File: src/rtl/core/fms_pkg.sv
// Shared types, register map and reset values for the flame mission sequencer.
package fms_pkg;

    // Mission states as reported on the result word.
    typedef enum logic [2:0] {
        MS_IDLE     = 3'd0,
        MS_SEARCH   = 3'd1,
        MS_APPROACH = 3'd2,
        MS_SUPPRESS = 3'd3,
        MS_VERIFY   = 3'd4,
        MS_ABORT    = 3'd5
    } t_mission;

    // Configuration register map, one register every four bytes.
    localparam int CFG_AW = 4;
    typedef enum logic [1:0] {
        REG_STANDOFF    = 2'd0,
        REG_GOAL_TMO    = 2'd1,
        REG_SPRAY       = 2'd2,
        REG_RETRY_MAX   = 2'd3
    } t_reg_idx;

    // Reset values of the configuration registers.
    localparam logic [15:0] RST_STANDOFF_CM      = 16'd30;
    localparam logic [31:0] RST_GOAL_TIMEOUT_MS  = 32'd2000;
    localparam logic [31:0] RST_SPRAY_MS         = 32'd3000;
    localparam logic [3:0]  RST_RETRY_LIMIT      = 4'd3;

    typedef struct packed {
        logic [15:0] standoff_cm;
        logic [31:0] goal_timeout_ms;
        logic [31:0] spray_ms;
        logic [3:0]  retry_limit;
    } t_cfg;

    // One update word as held in the input register.
    typedef struct packed {
        logic        op;
        logic        start_cmd;
        logic        flame_detected;
        logic        lidar_present;
        logic        center_valid;
        logic [15:0] zone_cm;
        logic [31:0] now_ms;
    } t_upd;

    // Mission state carried from one update to the next.
    typedef struct packed {
        t_mission    mission;
        logic [3:0]  retries_used;
        logic [31:0] spray_start_time;
        logic [31:0] loss_start_time;
        logic        loss_timing;
        logic        goal_valid;
        logic [15:0] goal_range;
        logic        pump_drive;
    } t_state;

    localparam t_state STATE_RESET = '{
        mission:          MS_IDLE,
        retries_used:     4'd0,
        spray_start_time: 32'd0,
        loss_start_time:  32'd0,
        loss_timing:      1'b0,
        goal_valid:       1'b0,
        goal_range:       16'd0,
        pump_drive:       1'b0
    };

    // Result word fields.
    typedef struct packed {
        t_mission    mission_state;
        logic        pump_on;
        logic        start_consumed;
        logic        goal_active;
        logic [15:0] goal_distance_cm;
        logic [3:0]  retry_count;
    } t_res;

endpackage

File: src/rtl/core/fms_upd_if.sv
// Update channel: valid/ready handshake carrying one sensor update word.
interface fms_upd_if;
    logic        valid;
    logic        ready;
    logic        op;
    logic        start_cmd;
    logic        flame_detected;
    logic        lidar_present;
    logic        center_valid;
    logic [15:0] zone_cm;
    logic [31:0] now_ms;

    modport source (
        output valid, op, start_cmd, flame_detected, lidar_present,
               center_valid, zone_cm, now_ms,
        input  ready
    );
    modport sink (
        input  valid, op, start_cmd, flame_detected, lidar_present,
               center_valid, zone_cm, now_ms,
        output ready
    );
endinterface

File: src/rtl/core/fms_res_if.sv
// Result channel: valid/ready handshake carrying one mission status word.
interface fms_res_if;
    logic        valid;
    logic        ready;
    logic [2:0]  mission_state;
    logic        pump_on;
    logic        start_consumed;
    logic        goal_active;
    logic [15:0] goal_distance_cm;
    logic [3:0]  retry_count;

    modport source (
        output valid, mission_state, pump_on, start_consumed, goal_active,
               goal_distance_cm, retry_count,
        input  ready
    );
    modport sink (
        input  valid, mission_state, pump_on, start_consumed, goal_active,
               goal_distance_cm, retry_count,
        output ready
    );
endinterface

File: src/rtl/core/fms_cfg_regs.sv
// APB-style configuration registers of the mission sequencer.
module fms_cfg_regs import fms_pkg::*; (
    input  logic              i_clk,
    input  logic              i_rst_n,
    input  logic              psel,
    input  logic              penable,
    input  logic              pwrite,
    input  logic [CFG_AW-1:0] paddr,
    input  logic [31:0]       pwdata,
    output logic [31:0]       prdata,
    output logic              pready,
    output t_cfg              o_cfg
);

    t_cfg     r_cfg;
    t_reg_idx w_idx;
    logic     w_wr;

    assign pready = 1'b1;
    assign w_idx  = t_reg_idx'(paddr[CFG_AW-1:2]);
    assign w_wr   = psel && penable && pwrite && pready;

    // Register writes at the access phase.
    always_ff @(posedge i_clk) begin
        if (!i_rst_n) begin
            r_cfg.standoff_cm      <= RST_STANDOFF_CM;
            r_cfg.goal_timeout_ms  <= RST_GOAL_TIMEOUT_MS;
            r_cfg.spray_ms         <= RST_SPRAY_MS;
            r_cfg.retry_limit      <= RST_RETRY_LIMIT;
        end else if (w_wr) begin
            unique case (w_idx)
                REG_STANDOFF:  r_cfg.standoff_cm      <= pwdata[15:0];
                REG_GOAL_TMO:  r_cfg.goal_timeout_ms  <= pwdata;
                REG_SPRAY:     r_cfg.spray_ms         <= pwdata;
                REG_RETRY_MAX: r_cfg.retry_limit      <= pwdata[3:0];
                default:       r_cfg                  <= r_cfg;
            endcase
        end
    end

    // Read-back mux.
    always_comb begin
        unique case (w_idx)
            REG_STANDOFF:  prdata = {16'd0, r_cfg.standoff_cm};
            REG_GOAL_TMO:  prdata = r_cfg.goal_timeout_ms;
            REG_SPRAY:     prdata = r_cfg.spray_ms;
            REG_RETRY_MAX: prdata = {28'd0, r_cfg.retry_limit};
            default:       prdata = 32'd0;
        endcase
    end

    assign o_cfg = r_cfg;

endmodule

File: src/rtl/core/fms_step.sv
// Next-state evaluation of the mission sequencer for one update word.
module fms_step import fms_pkg::*; (
    input  t_state i_state,
    input  t_upd   i_upd,
    input  t_cfg   i_cfg,
    output t_state o_state,
    output logic   o_consumed
);

    logic        w_reading;
    logic [31:0] w_loss_base;
    logic [31:0] w_loss_dt;
    logic [31:0] w_spray_dt;

    // A usable range needs both a scan and a valid center zone.
    assign w_reading   = i_upd.lidar_present && i_upd.center_valid;
    // The loss timer starts on this update when it is not already running.
    assign w_loss_base = i_state.loss_timing ? i_state.loss_start_time : i_upd.now_ms;
    assign w_loss_dt   = i_upd.now_ms - w_loss_base;
    assign w_spray_dt  = i_upd.now_ms - i_state.spray_start_time;

    always_comb begin
        o_state    = i_state;
        o_consumed = 1'b0;
        if (i_upd.op) begin
            // Reset operation clears everything, including a pending start.
            o_state    = STATE_RESET;
            o_consumed = i_upd.start_cmd;
        end else begin
            unique case (i_state.mission)
                MS_IDLE: begin
                    if (i_upd.start_cmd) begin
                        o_consumed               = 1'b1;
                        o_state.retries_used     = 4'd0;
                        o_state.goal_valid       = 1'b0;
                        o_state.goal_range       = 16'd0;
                        o_state.loss_timing      = 1'b0;
                        o_state.loss_start_time  = 32'd0;
                        o_state.mission          = MS_SEARCH;
                    end
                end
                MS_SEARCH: begin
                    if (i_upd.flame_detected) begin
                        o_state.goal_range      = w_reading ? i_upd.zone_cm : 16'd0;
                        o_state.goal_valid      = 1'b1;
                        o_state.loss_timing     = 1'b0;
                        o_state.loss_start_time = 32'd0;
                        o_state.mission         = MS_APPROACH;
                    end
                end
                MS_APPROACH: begin
                    if (i_upd.flame_detected) begin
                        o_state.loss_timing = 1'b0;
                        if (w_reading && (i_upd.zone_cm <= i_cfg.standoff_cm)) begin
                            o_state.spray_start_time = i_upd.now_ms;
                            o_state.pump_drive       = 1'b1;
                            o_state.mission          = MS_SUPPRESS;
                        end
                    end else if (!i_state.goal_valid) begin
                        o_state.mission = MS_SEARCH;
                    end else if (w_loss_dt > i_cfg.goal_timeout_ms) begin
                        // Flame lost too long: give up the goal.
                        o_state.goal_valid      = 1'b0;
                        o_state.goal_range      = 16'd0;
                        o_state.loss_timing     = 1'b0;
                        o_state.loss_start_time = 32'd0;
                        o_state.mission         = MS_SEARCH;
                    end else begin
                        o_state.loss_timing     = 1'b1;
                        o_state.loss_start_time = w_loss_base;
                    end
                end
                MS_SUPPRESS: begin
                    if (w_spray_dt >= i_cfg.spray_ms) begin
                        o_state.pump_drive = 1'b0;
                        o_state.mission    = MS_VERIFY;
                    end
                end
                MS_VERIFY: begin
                    if (!i_upd.flame_detected) begin
                        o_state.retries_used    = 4'd0;
                        o_state.goal_valid      = 1'b0;
                        o_state.goal_range      = 16'd0;
                        o_state.loss_timing     = 1'b0;
                        o_state.loss_start_time = 32'd0;
                        o_state.mission         = MS_IDLE;
                    end else if (i_state.retries_used < i_cfg.retry_limit) begin
                        o_state.retries_used     = i_state.retries_used + 4'd1;
                        o_state.spray_start_time = i_upd.now_ms;
                        o_state.pump_drive       = 1'b1;
                        o_state.mission          = MS_SUPPRESS;
                    end else begin
                        o_state.pump_drive = 1'b0;
                        o_state.mission    = MS_ABORT;
                    end
                end
                MS_ABORT: begin
                    o_state = i_state;
                end
                default: begin
                    o_state = i_state;
                end
            endcase
        end
    end

endmodule

File: src/rtl/core/flame_mission_sequencer_core.sv
// Top level of the flame mission sequencer: input register, state update, result register.
// Each accepted update word yields exactly one result word carrying the mission state after
// that update. The block sustains one word per clock while results are taken: an update is
// held in the input register, is evaluated by combinational next-state logic against the
// mission state registers, and lands in the result register. The mission state feeds back
// through the state registers, which is what sets the rate. A stalled result holds the
// pipeline; an empty input register still takes a word while the result register waits,
// so two words can be held at once. Configuration is to be written through the APB port
// only while no update is in flight; the block itself does not enforce it. There is no
// clearing pass after reset.
module flame_mission_sequencer_core import fms_pkg::*; (
    input  logic              i_clk,
    input  logic              i_rst_n,
    fms_upd_if.sink           i_upd,
    fms_res_if.source         o_res,
    input  logic              psel,
    input  logic              penable,
    input  logic              pwrite,
    input  logic [CFG_AW-1:0] paddr,
    input  logic [31:0]       pwdata,
    output logic [31:0]       prdata,
    output logic              pready
);

    t_cfg   w_cfg;
    t_upd   r_in;
    logic   r_in_valid;
    t_state r_state;
    t_state n_state;
    logic   w_consumed;
    t_res   r_res;
    logic   r_out_valid;
    logic   w_advance;

    // Configuration registers.
    fms_cfg_regs u_cfg (
        .i_clk   (i_clk),
        .i_rst_n (i_rst_n),
        .psel    (psel),
        .penable (penable),
        .pwrite  (pwrite),
        .paddr   (paddr),
        .pwdata  (pwdata),
        .prdata  (prdata),
        .pready  (pready),
        .o_cfg   (w_cfg)
    );

    // The held word moves on when the result register is free or being emptied.
    assign w_advance   = r_in_valid && (!r_out_valid || o_res.ready);
    assign i_upd.ready = !r_in_valid || w_advance;

    // Input register.
    always_ff @(posedge i_clk) begin
        if (!i_rst_n) begin
            r_in_valid <= 1'b0;
        end else if (i_upd.ready) begin
            r_in_valid <= i_upd.valid;
        end
    end

    always_ff @(posedge i_clk) begin
        if (i_upd.valid && i_upd.ready) begin
            r_in.op             <= i_upd.op;
            r_in.start_cmd      <= i_upd.start_cmd;
            r_in.flame_detected <= i_upd.flame_detected;
            r_in.lidar_present  <= i_upd.lidar_present;
            r_in.center_valid   <= i_upd.center_valid;
            r_in.zone_cm        <= i_upd.zone_cm;
            r_in.now_ms         <= i_upd.now_ms;
        end
    end

    // Next-state logic.
    fms_step u_step (
        .i_state    (r_state),
        .i_upd      (r_in),
        .i_cfg      (w_cfg),
        .o_state    (n_state),
        .o_consumed (w_consumed)
    );

    // Mission state registers.
    always_ff @(posedge i_clk) begin
        if (!i_rst_n) begin
            r_state <= STATE_RESET;
        end else if (w_advance) begin
            r_state <= n_state;
        end
    end

    // Result register.
    always_ff @(posedge i_clk) begin
        if (!i_rst_n) begin
            r_out_valid <= 1'b0;
        end else if (w_advance) begin
            r_out_valid <= 1'b1;
        end else if (o_res.ready) begin
            r_out_valid <= 1'b0;
        end
    end

    always_ff @(posedge i_clk) begin
        if (w_advance) begin
            r_res.mission_state    <= n_state.mission;
            r_res.pump_on          <= n_state.pump_drive;
            r_res.start_consumed   <= w_consumed;
            r_res.goal_active      <= n_state.goal_valid;
            r_res.goal_distance_cm <= n_state.goal_range;
            r_res.retry_count      <= n_state.retries_used;
        end
    end

    assign o_res.valid            = r_out_valid;
    assign o_res.mission_state    = r_res.mission_state;
    assign o_res.pump_on          = r_res.pump_on;
    assign o_res.start_consumed   = r_res.start_consumed;
    assign o_res.goal_active      = r_res.goal_active;
    assign o_res.goal_distance_cm = r_res.goal_distance_cm;
    assign o_res.retry_count      = r_res.retry_count;

    // The pump runs exactly while the mission is in suppress.
    a_pump_suppress: assert property (@(posedge i_clk) disable iff (!i_rst_n)
        r_state.pump_drive == (r_state.mission == MS_SUPPRESS))
        else $error("pump drive out of step with suppress state");

    // Without a goal the recorded distance is zero.
    a_goal_range: assert property (@(posedge i_clk) disable iff (!i_rst_n)
        !r_state.goal_valid |-> (r_state.goal_range == 16'd0))
        else $error("goal distance held without a goal");

    // A consumed start leaves the mission in search, or in idle after a reset operation.
    a_consumed_state: assert property (@(posedge i_clk) disable iff (!i_rst_n)
        (w_advance && w_consumed) |=>
            (r_state.mission == MS_SEARCH || r_state.mission == MS_IDLE))
        else $error("start consumed outside idle");

endmodule

File: src/flat_wrapper.sv
// flat-port wrapper written by rule: the top's interface ports become plain ports
module flame_mission_sequencer_core_flat import fms_pkg::*;
  (i_clk, i_rst_n, psel, penable, pwrite, paddr, pwdata, prdata, pready, i_upd_valid, i_upd_op, i_upd_start_cmd, i_upd_flame_detected, i_upd_lidar_present, i_upd_center_valid, i_upd_zone_cm, i_upd_now_ms, i_upd_ready, o_res_valid, o_res_mission_state, o_res_pump_on, o_res_start_consumed, o_res_goal_active, o_res_goal_distance_cm, o_res_retry_count, o_res_ready);
  fms_upd_if i_upd_i ();
  fms_res_if o_res_i ();
  input  logic i_clk;
  input  logic i_rst_n;
  input  logic psel;
  input  logic penable;
  input  logic pwrite;
  input  logic [CFG_AW-1:0] paddr;
  input  logic [31:0] pwdata;
  output logic [31:0] prdata;
  output logic pready;
  input wire logic [$bits(i_upd_i.valid)-1:0] i_upd_valid;
  input wire logic [$bits(i_upd_i.op)-1:0] i_upd_op;
  input wire logic [$bits(i_upd_i.start_cmd)-1:0] i_upd_start_cmd;
  input wire logic [$bits(i_upd_i.flame_detected)-1:0] i_upd_flame_detected;
  input wire logic [$bits(i_upd_i.lidar_present)-1:0] i_upd_lidar_present;
  input wire logic [$bits(i_upd_i.center_valid)-1:0] i_upd_center_valid;
  input wire logic [$bits(i_upd_i.zone_cm)-1:0] i_upd_zone_cm;
  input wire logic [$bits(i_upd_i.now_ms)-1:0] i_upd_now_ms;
  output wire logic [$bits(i_upd_i.ready)-1:0] i_upd_ready;
  output wire logic [$bits(o_res_i.valid)-1:0] o_res_valid;
  output wire logic [$bits(o_res_i.mission_state)-1:0] o_res_mission_state;
  output wire logic [$bits(o_res_i.pump_on)-1:0] o_res_pump_on;
  output wire logic [$bits(o_res_i.start_consumed)-1:0] o_res_start_consumed;
  output wire logic [$bits(o_res_i.goal_active)-1:0] o_res_goal_active;
  output wire logic [$bits(o_res_i.goal_distance_cm)-1:0] o_res_goal_distance_cm;
  output wire logic [$bits(o_res_i.retry_count)-1:0] o_res_retry_count;
  input wire logic [$bits(o_res_i.ready)-1:0] o_res_ready;
  assign i_upd_i.valid = i_upd_valid;
  assign i_upd_i.op = i_upd_op;
  assign i_upd_i.start_cmd = i_upd_start_cmd;
  assign i_upd_i.flame_detected = i_upd_flame_detected;
  assign i_upd_i.lidar_present = i_upd_lidar_present;
  assign i_upd_i.center_valid = i_upd_center_valid;
  assign i_upd_i.zone_cm = i_upd_zone_cm;
  assign i_upd_i.now_ms = i_upd_now_ms;
  assign i_upd_ready = i_upd_i.ready;
  assign o_res_valid = o_res_i.valid;
  assign o_res_mission_state = o_res_i.mission_state;
  assign o_res_pump_on = o_res_i.pump_on;
  assign o_res_start_consumed = o_res_i.start_consumed;
  assign o_res_goal_active = o_res_i.goal_active;
  assign o_res_goal_distance_cm = o_res_i.goal_distance_cm;
  assign o_res_retry_count = o_res_i.retry_count;
  assign o_res_i.ready = o_res_ready;
  flame_mission_sequencer_core u_core (.i_clk(i_clk), .i_rst_n(i_rst_n), .i_upd(i_upd_i), .o_res(o_res_i), .psel(psel), .penable(penable), .pwrite(pwrite), .paddr(paddr), .pwdata(pwdata), .prdata(prdata), .pready(pready));
endmodule
File: config.mk
export PLATFORM = sky130hd
export DESIGN_NAME = flame_mission_sequencer_core_flat
export DESIGN_NICKNAME = d
export VERILOG_FILES = /design/src/rtl/core/fms_pkg.sv /design/src/rtl/core/fms_upd_if.sv /design/src/rtl/core/fms_res_if.sv /design/src/rtl/core/fms_cfg_regs.sv /design/src/rtl/core/fms_step.sv /design/src/rtl/core/flame_mission_sequencer_core.sv /design/src/flat_wrapper.sv
export SDC_FILE = /design/constraint.sdc
export NUM_CORES = 1
export LEC_CHECK = 0
export BUFFER_PORTS_ARGS = -buffer_cell sky130_fd_sc_hd__buf_2
export CORE_MARGIN = 10
export CORE_UTILIZATION = 60
export DETAILED_ROUTE_END_ITERATION = 8
export GPL_TIMING_DRIVEN = 0
export PLACE_DENSITY = 0.81
export SLEW_MARGIN = 20
export SYNTH_ARGS = -nofsm -noshare
export SYNTH_HDL_FRONTEND = slang
export SYNTH_SLANG_ARGS = --single-unit
File: constraint.sdc
create_clock -name i_clk -period 8.1 [get_ports i_clk]
set_clock_uncertainty 0.2 [all_clocks]
set_input_delay 0.81 -clock i_clk [delete_from_list [all_inputs] [get_ports i_clk]]
set_output_delay 0.81 -clock i_clk [all_outputs]
set_load 0.01 [all_outputs]
==> metrics <==
relative contribution of sequential cells to total power=a little over two fifths; Synthesis Warnings=0; Mapped Area=roughly 15000 sq um; WL final=46900 um; Pre-Repair DR Iteration Count=6; part of the Yosys area used for sequential elements=slightly below 40%; number of nets with antenna violations after detailed routing=0; number of hold violations in the final report=0; Buffers & Inverters on Critical Path=4; Remaining Overflow, GRT=0; syn_nets=about 2000; Net Sw Frac=around 29%; critical path launch point type=flip-flop; number of antenna violations at the first check in global routing=1; post-CTS setup buffer count=0; count of input and output buffers=152; cell-by-cell listing of the critical path=clkbuf_1 -> clkbuf_1 -> mux2i_1 -> ha_1 -> nand3_1 -> o31ai_1 -> a311oi_1 -> nor4_1 -> nor2_1 -> xnor2_1 -> ha_1 -> and4_1 -> nand3_1 -> or4_1 -> a31oi_1 -> o21a_1 -> buf_2 -> clkbuf_1 -> o221ai_1 -> a221oi_1; crit-path max FO=10; starting DRC count in detailed routing=1487; worst slack after detailed placement=between 0.3 and 0.4 ns; total non-filler cell area in the finished layout=17400 sq um; buffer type at the clock tree root=clkbuf_16; via count=14096; net switching power of the design=~930 uW; HP Class=in2reg; Synth Register Bits=~260; number of max-slew violations in the final report=0; global-route wire length before repair=72600 um; slew at the pin closest to its max-slew limit=about 1.1 ns; RSZ-0062 raised after global routing=false; Crit. End Element=flip-flop; predominant post-synthesis flop cell=dfxtp_1; peak supply drop=between 0.15 and 0.2 mV; Leakage=about 6.8 nW; number of rows in the core area=between 50 and 60; via count of the first global-routing pass=13425; final critical-path share of the clock period=between 90% and 100%; number of antenna repair diodes=0; type of the worst setup path=reg2reg; Post-layout nets=2178; largest net degree at the start of global routing=32; fraction of layout instances using a drive strength above 1=between 10 and 15%; Placer Congestion=1.00; placed cell areas=around 17000 sq um; EDFF count, synth=79; area used by multi-input combinational logic=8610 sq um; post-synthesis area per instance=a little under 9 sq um; achievable frequency=0.130 GHz; post-DP HPWL=~36000 um; area added between synthesis and finish=13.7%; internal power summed over all cells=around 2.3 mW; number of H-tree levels=1; sequential cell area=a little under 6000 sq um; master of the slowest instance on the critical path=clkbuf_1; logic gate share of total power=between 10% and 20%; post-route worst setup slack=between 0.3 and 0.4 ns; Worst path top cell family by delay=buffers and inverters; initial standard-cell utilization of the core=between 60% and 70%; average wire length per cell after detail routing=roughly 21 um; setup violation total in the final timing report=0; largest incremental delay on the critical path=0.78 ns; CTS sink cnt=approximately 260; power per standard cell area=183 nW/um^2; Die Footprint=around 32000 sq um; layout filler cell count=slightly above 2000; Clk Latency, worst-skew pair=between 0.5 and 0.6 ns; post-layout minimum cycle time=7.71 ns; Chip Height=approximately 180 um; clock slew at the register clock pins of the worst setup and hold paths=0.06 ns; I/O pin cnt=~160; Crit path arrival time=approximately 8.0 ns; area of the core=25200 sq um; max capacitance violation total=0; critical path required time=~8.4 ns; CTS buffer count=28; Cells after Synth=around 1700; overall fraction of global-route tracks in use=about 27%; DRC Markers=0; maximum clock path buffer count=3; setup total negative slack=0 ns; horizontal extent of the die=about 180 um; share of synthesized flip-flops with an asynchronous set or reset=0%; library cell appearing most often on the critical path=clkbuf_1; detail-routed via count per cell=slightly above 6; Max-Slew Margin vs Limit=between 20% and 30%; TritonCTS clock tree=done; status=completed; synth unique cells=69; portion of total power attributed to the clock network=between 30% and 40%
## routing by layer
metal | global-route usage [%] | share of wire, % | vias up
li1 | - | - | 6687
met1 | 35.1 | 42 | 6682
met2 | 45.3 | 46 | 607
met3 | 4.72 | 7.5 | 118
met4 | 10.7 | 3.9 | 2
met5 | 0 | 0.034 | -
## logic make-up after synthesis
| logic type | synth area share [%] |
|---|---|
| multiplexers | 3.59 |
| other | 0.0244 |
| flip-flops | 38.4 |
| AND/OR/NAND/NOR | 14.2 |
| buffers and inverters | 5.47 |
| XOR/XNOR | 3.20 |
| adder cells (fa/ha/maj) | 12.3 |
| AO/OA/AOI/OAI | 22.8 |
## worst reg2reg max path: stages (launching register included)
cell,delay [ns]
dfxtp_1,0.31
clkbuf_1,0.54
clkbuf_1,0.79
mux2i_1,0.23
ha_1,0.40
nand3_1,0.13
o31ai_1,0.64
a311oi_1,0.26
nor4_1,0.73
nor2_1,0.14
xnor2_1,0.17
ha_1,0.29
and4_1,0.19
nand3_1,0.14
or4_1,0.56
a31oi_1,0.20
o21a_1,0.23
buf_2,0.28
clkbuf_1,0.57
o221ai_1,0.30
a221oi_1,0.32
## synthesized netlist by cell type (all sizes together), types with 4 or more instances
cell type,count,area share [%]
a22o,65,3.7
a2bb2oi,4,0.23
inv,138,3.4
dfxtp,176,23
a21o,53,2.6
xor2,18,1.0
o211ai,24,1.2
xnor2,38,2.2
nand4,17,0.69
nor2b,17,0.69
a21oi,210,6.9
o21ai,62,2.0
o21a,11,0.54
and3,9,0.38
o31ai,9,0.44
clkbuf,71,1.7
or2,4,0.16
ha,147,12
a211oi,29,1.4
nand2,252,6.2
buf,11,0.33
or3,38,1.5
edfxtp,79,15
a31oi,12,0.49
a311oi,5,0.29
nand2b,8,0.33
nor4,4,0.20
mux4,4,0.59
mux2i,46,3.0
nor3,17,0.55
o21bai,10,0.49
and2,9,0.37
a221oi,6,0.34
a21boi,6,0.29
nand3,25,0.82
nor2,62,1.5
## flip-flops by register name (all words and copies together) (netlist names)
name and cells:
u_core.o_res.pump_on 1, u_core.o_res.start_consumed 1, u_core.o_res.goal_active 1, u_core.o_res.goal_distance_cm 16, u_core.r_state 90, u_core.o_res.retry_count 4
u_core.r_in 53, u_core.o_res.valid 1, u_core.u_cfg.o_cfg 84, u_core.r_in_valid 1, u_core.o_res.mission_state 3
## worst paths after layout
kind | startpoint | end | slack [ns] | cells after the start
max | u_core.r_state[18] | u_core.r_state[87] | 0.39 | 20
min | i_upd_now_ms[14] | u_core.r_in[14] | 0.22 | 1
max reg2reg | u_core.r_state[18] | u_core.r_state[87] | 0.39 | 20
min reg2reg | u_core.r_state[22] | u_core.r_state[22] | 0.25 | 2
## what timing repair did
| action | in CTS | in global routing |
|---|---|---|
| hold buffers | 0 | 0 |
| setup endpoints to repair | 0 | 15 |
| endpoints found under the hold margin | 0 | 0 |
| gates resized for setup | 0 | 6 |
## area by class of cell
cell class              instances  share of cell area [%]
inverters                     139                    2.99
flip-flops and latches        255                    33.8
clock inverters                10                   0.351
multi-input cells            1272                    49.4
repair buffers                155                    4.62
plain buffers                  82                    1.84
well taps                     330                    2.37
clock buffers                  42                    4.66
## power by group through the flow
stage          registers [mW]  clock network, mW  logic [mW]
6_report                 1.38               1.22       0.592
5_1_grt                  1.38               1.28       0.654
4_1_cts                  1.38               1.23       0.581
3_5_place_dp             1.40                  0       0.577
3_3_place_gp             1.41                  0       0.556
2_1_floorplan            1.40                  0       0.385
## metrics by stage
step	hold slack, ns	cells	utilization [%]	total power [mW]
after floorplan	0.232	1748	-	1.78
after global placement	0.238	2230	65.6	1.96
after detailed placement	0.245	2233	65.8	1.98
after CTS	0.205	2285	69.2	3.19
after global routing	0.210	2285	69.3	3.31
final	0.217	2285	69.3	3.19
## cell usage in the layout (no fill, tap or decap), drive strengths merged, types with 5 or more instances in the layout
| cell type | netlist | routed |
|---|---|---|
| mux2i | 46 | 46 |
| or3 | 38 | 38 |
| nand2 | 252 | 252 |
| inv | 138 | 138 |
| nand3 | 25 | 25 |
| a311oi | 5 | 5 |
| nor3 | 17 | 17 |
| and3 | 9 | 9 |
| a21boi | 6 | 6 |
| o31ai | 9 | 9 |
| a21oi | 210 | 210 |
| edfxtp | 79 | 79 |
| a31oi | 12 | 12 |
| o21bai | 10 | 10 |
| o21ai | 62 | 62 |
| o21a | 11 | 11 |
| clkinv | 1 | 9 |
| nand2b | 8 | 8 |
| buf | 11 | 166 |
| a22o | 65 | 65 |
| ha | 147 | 147 |
| dfxtp | 176 | 176 |
| xnor2 | 38 | 38 |
| nor2 | 62 | 62 |
| a221oi | 6 | 6 |
| nand4 | 17 | 17 |
| nor2b | 17 | 17 |
| xor2 | 18 | 18 |
| o211ai | 24 | 24 |
| and2 | 9 | 9 |
| clkbuf | 71 | 113 |
| a211oi | 29 | 29 |
| a21o | 53 | 53 |
No activity file was read; power rests on OpenSTA's default activity.
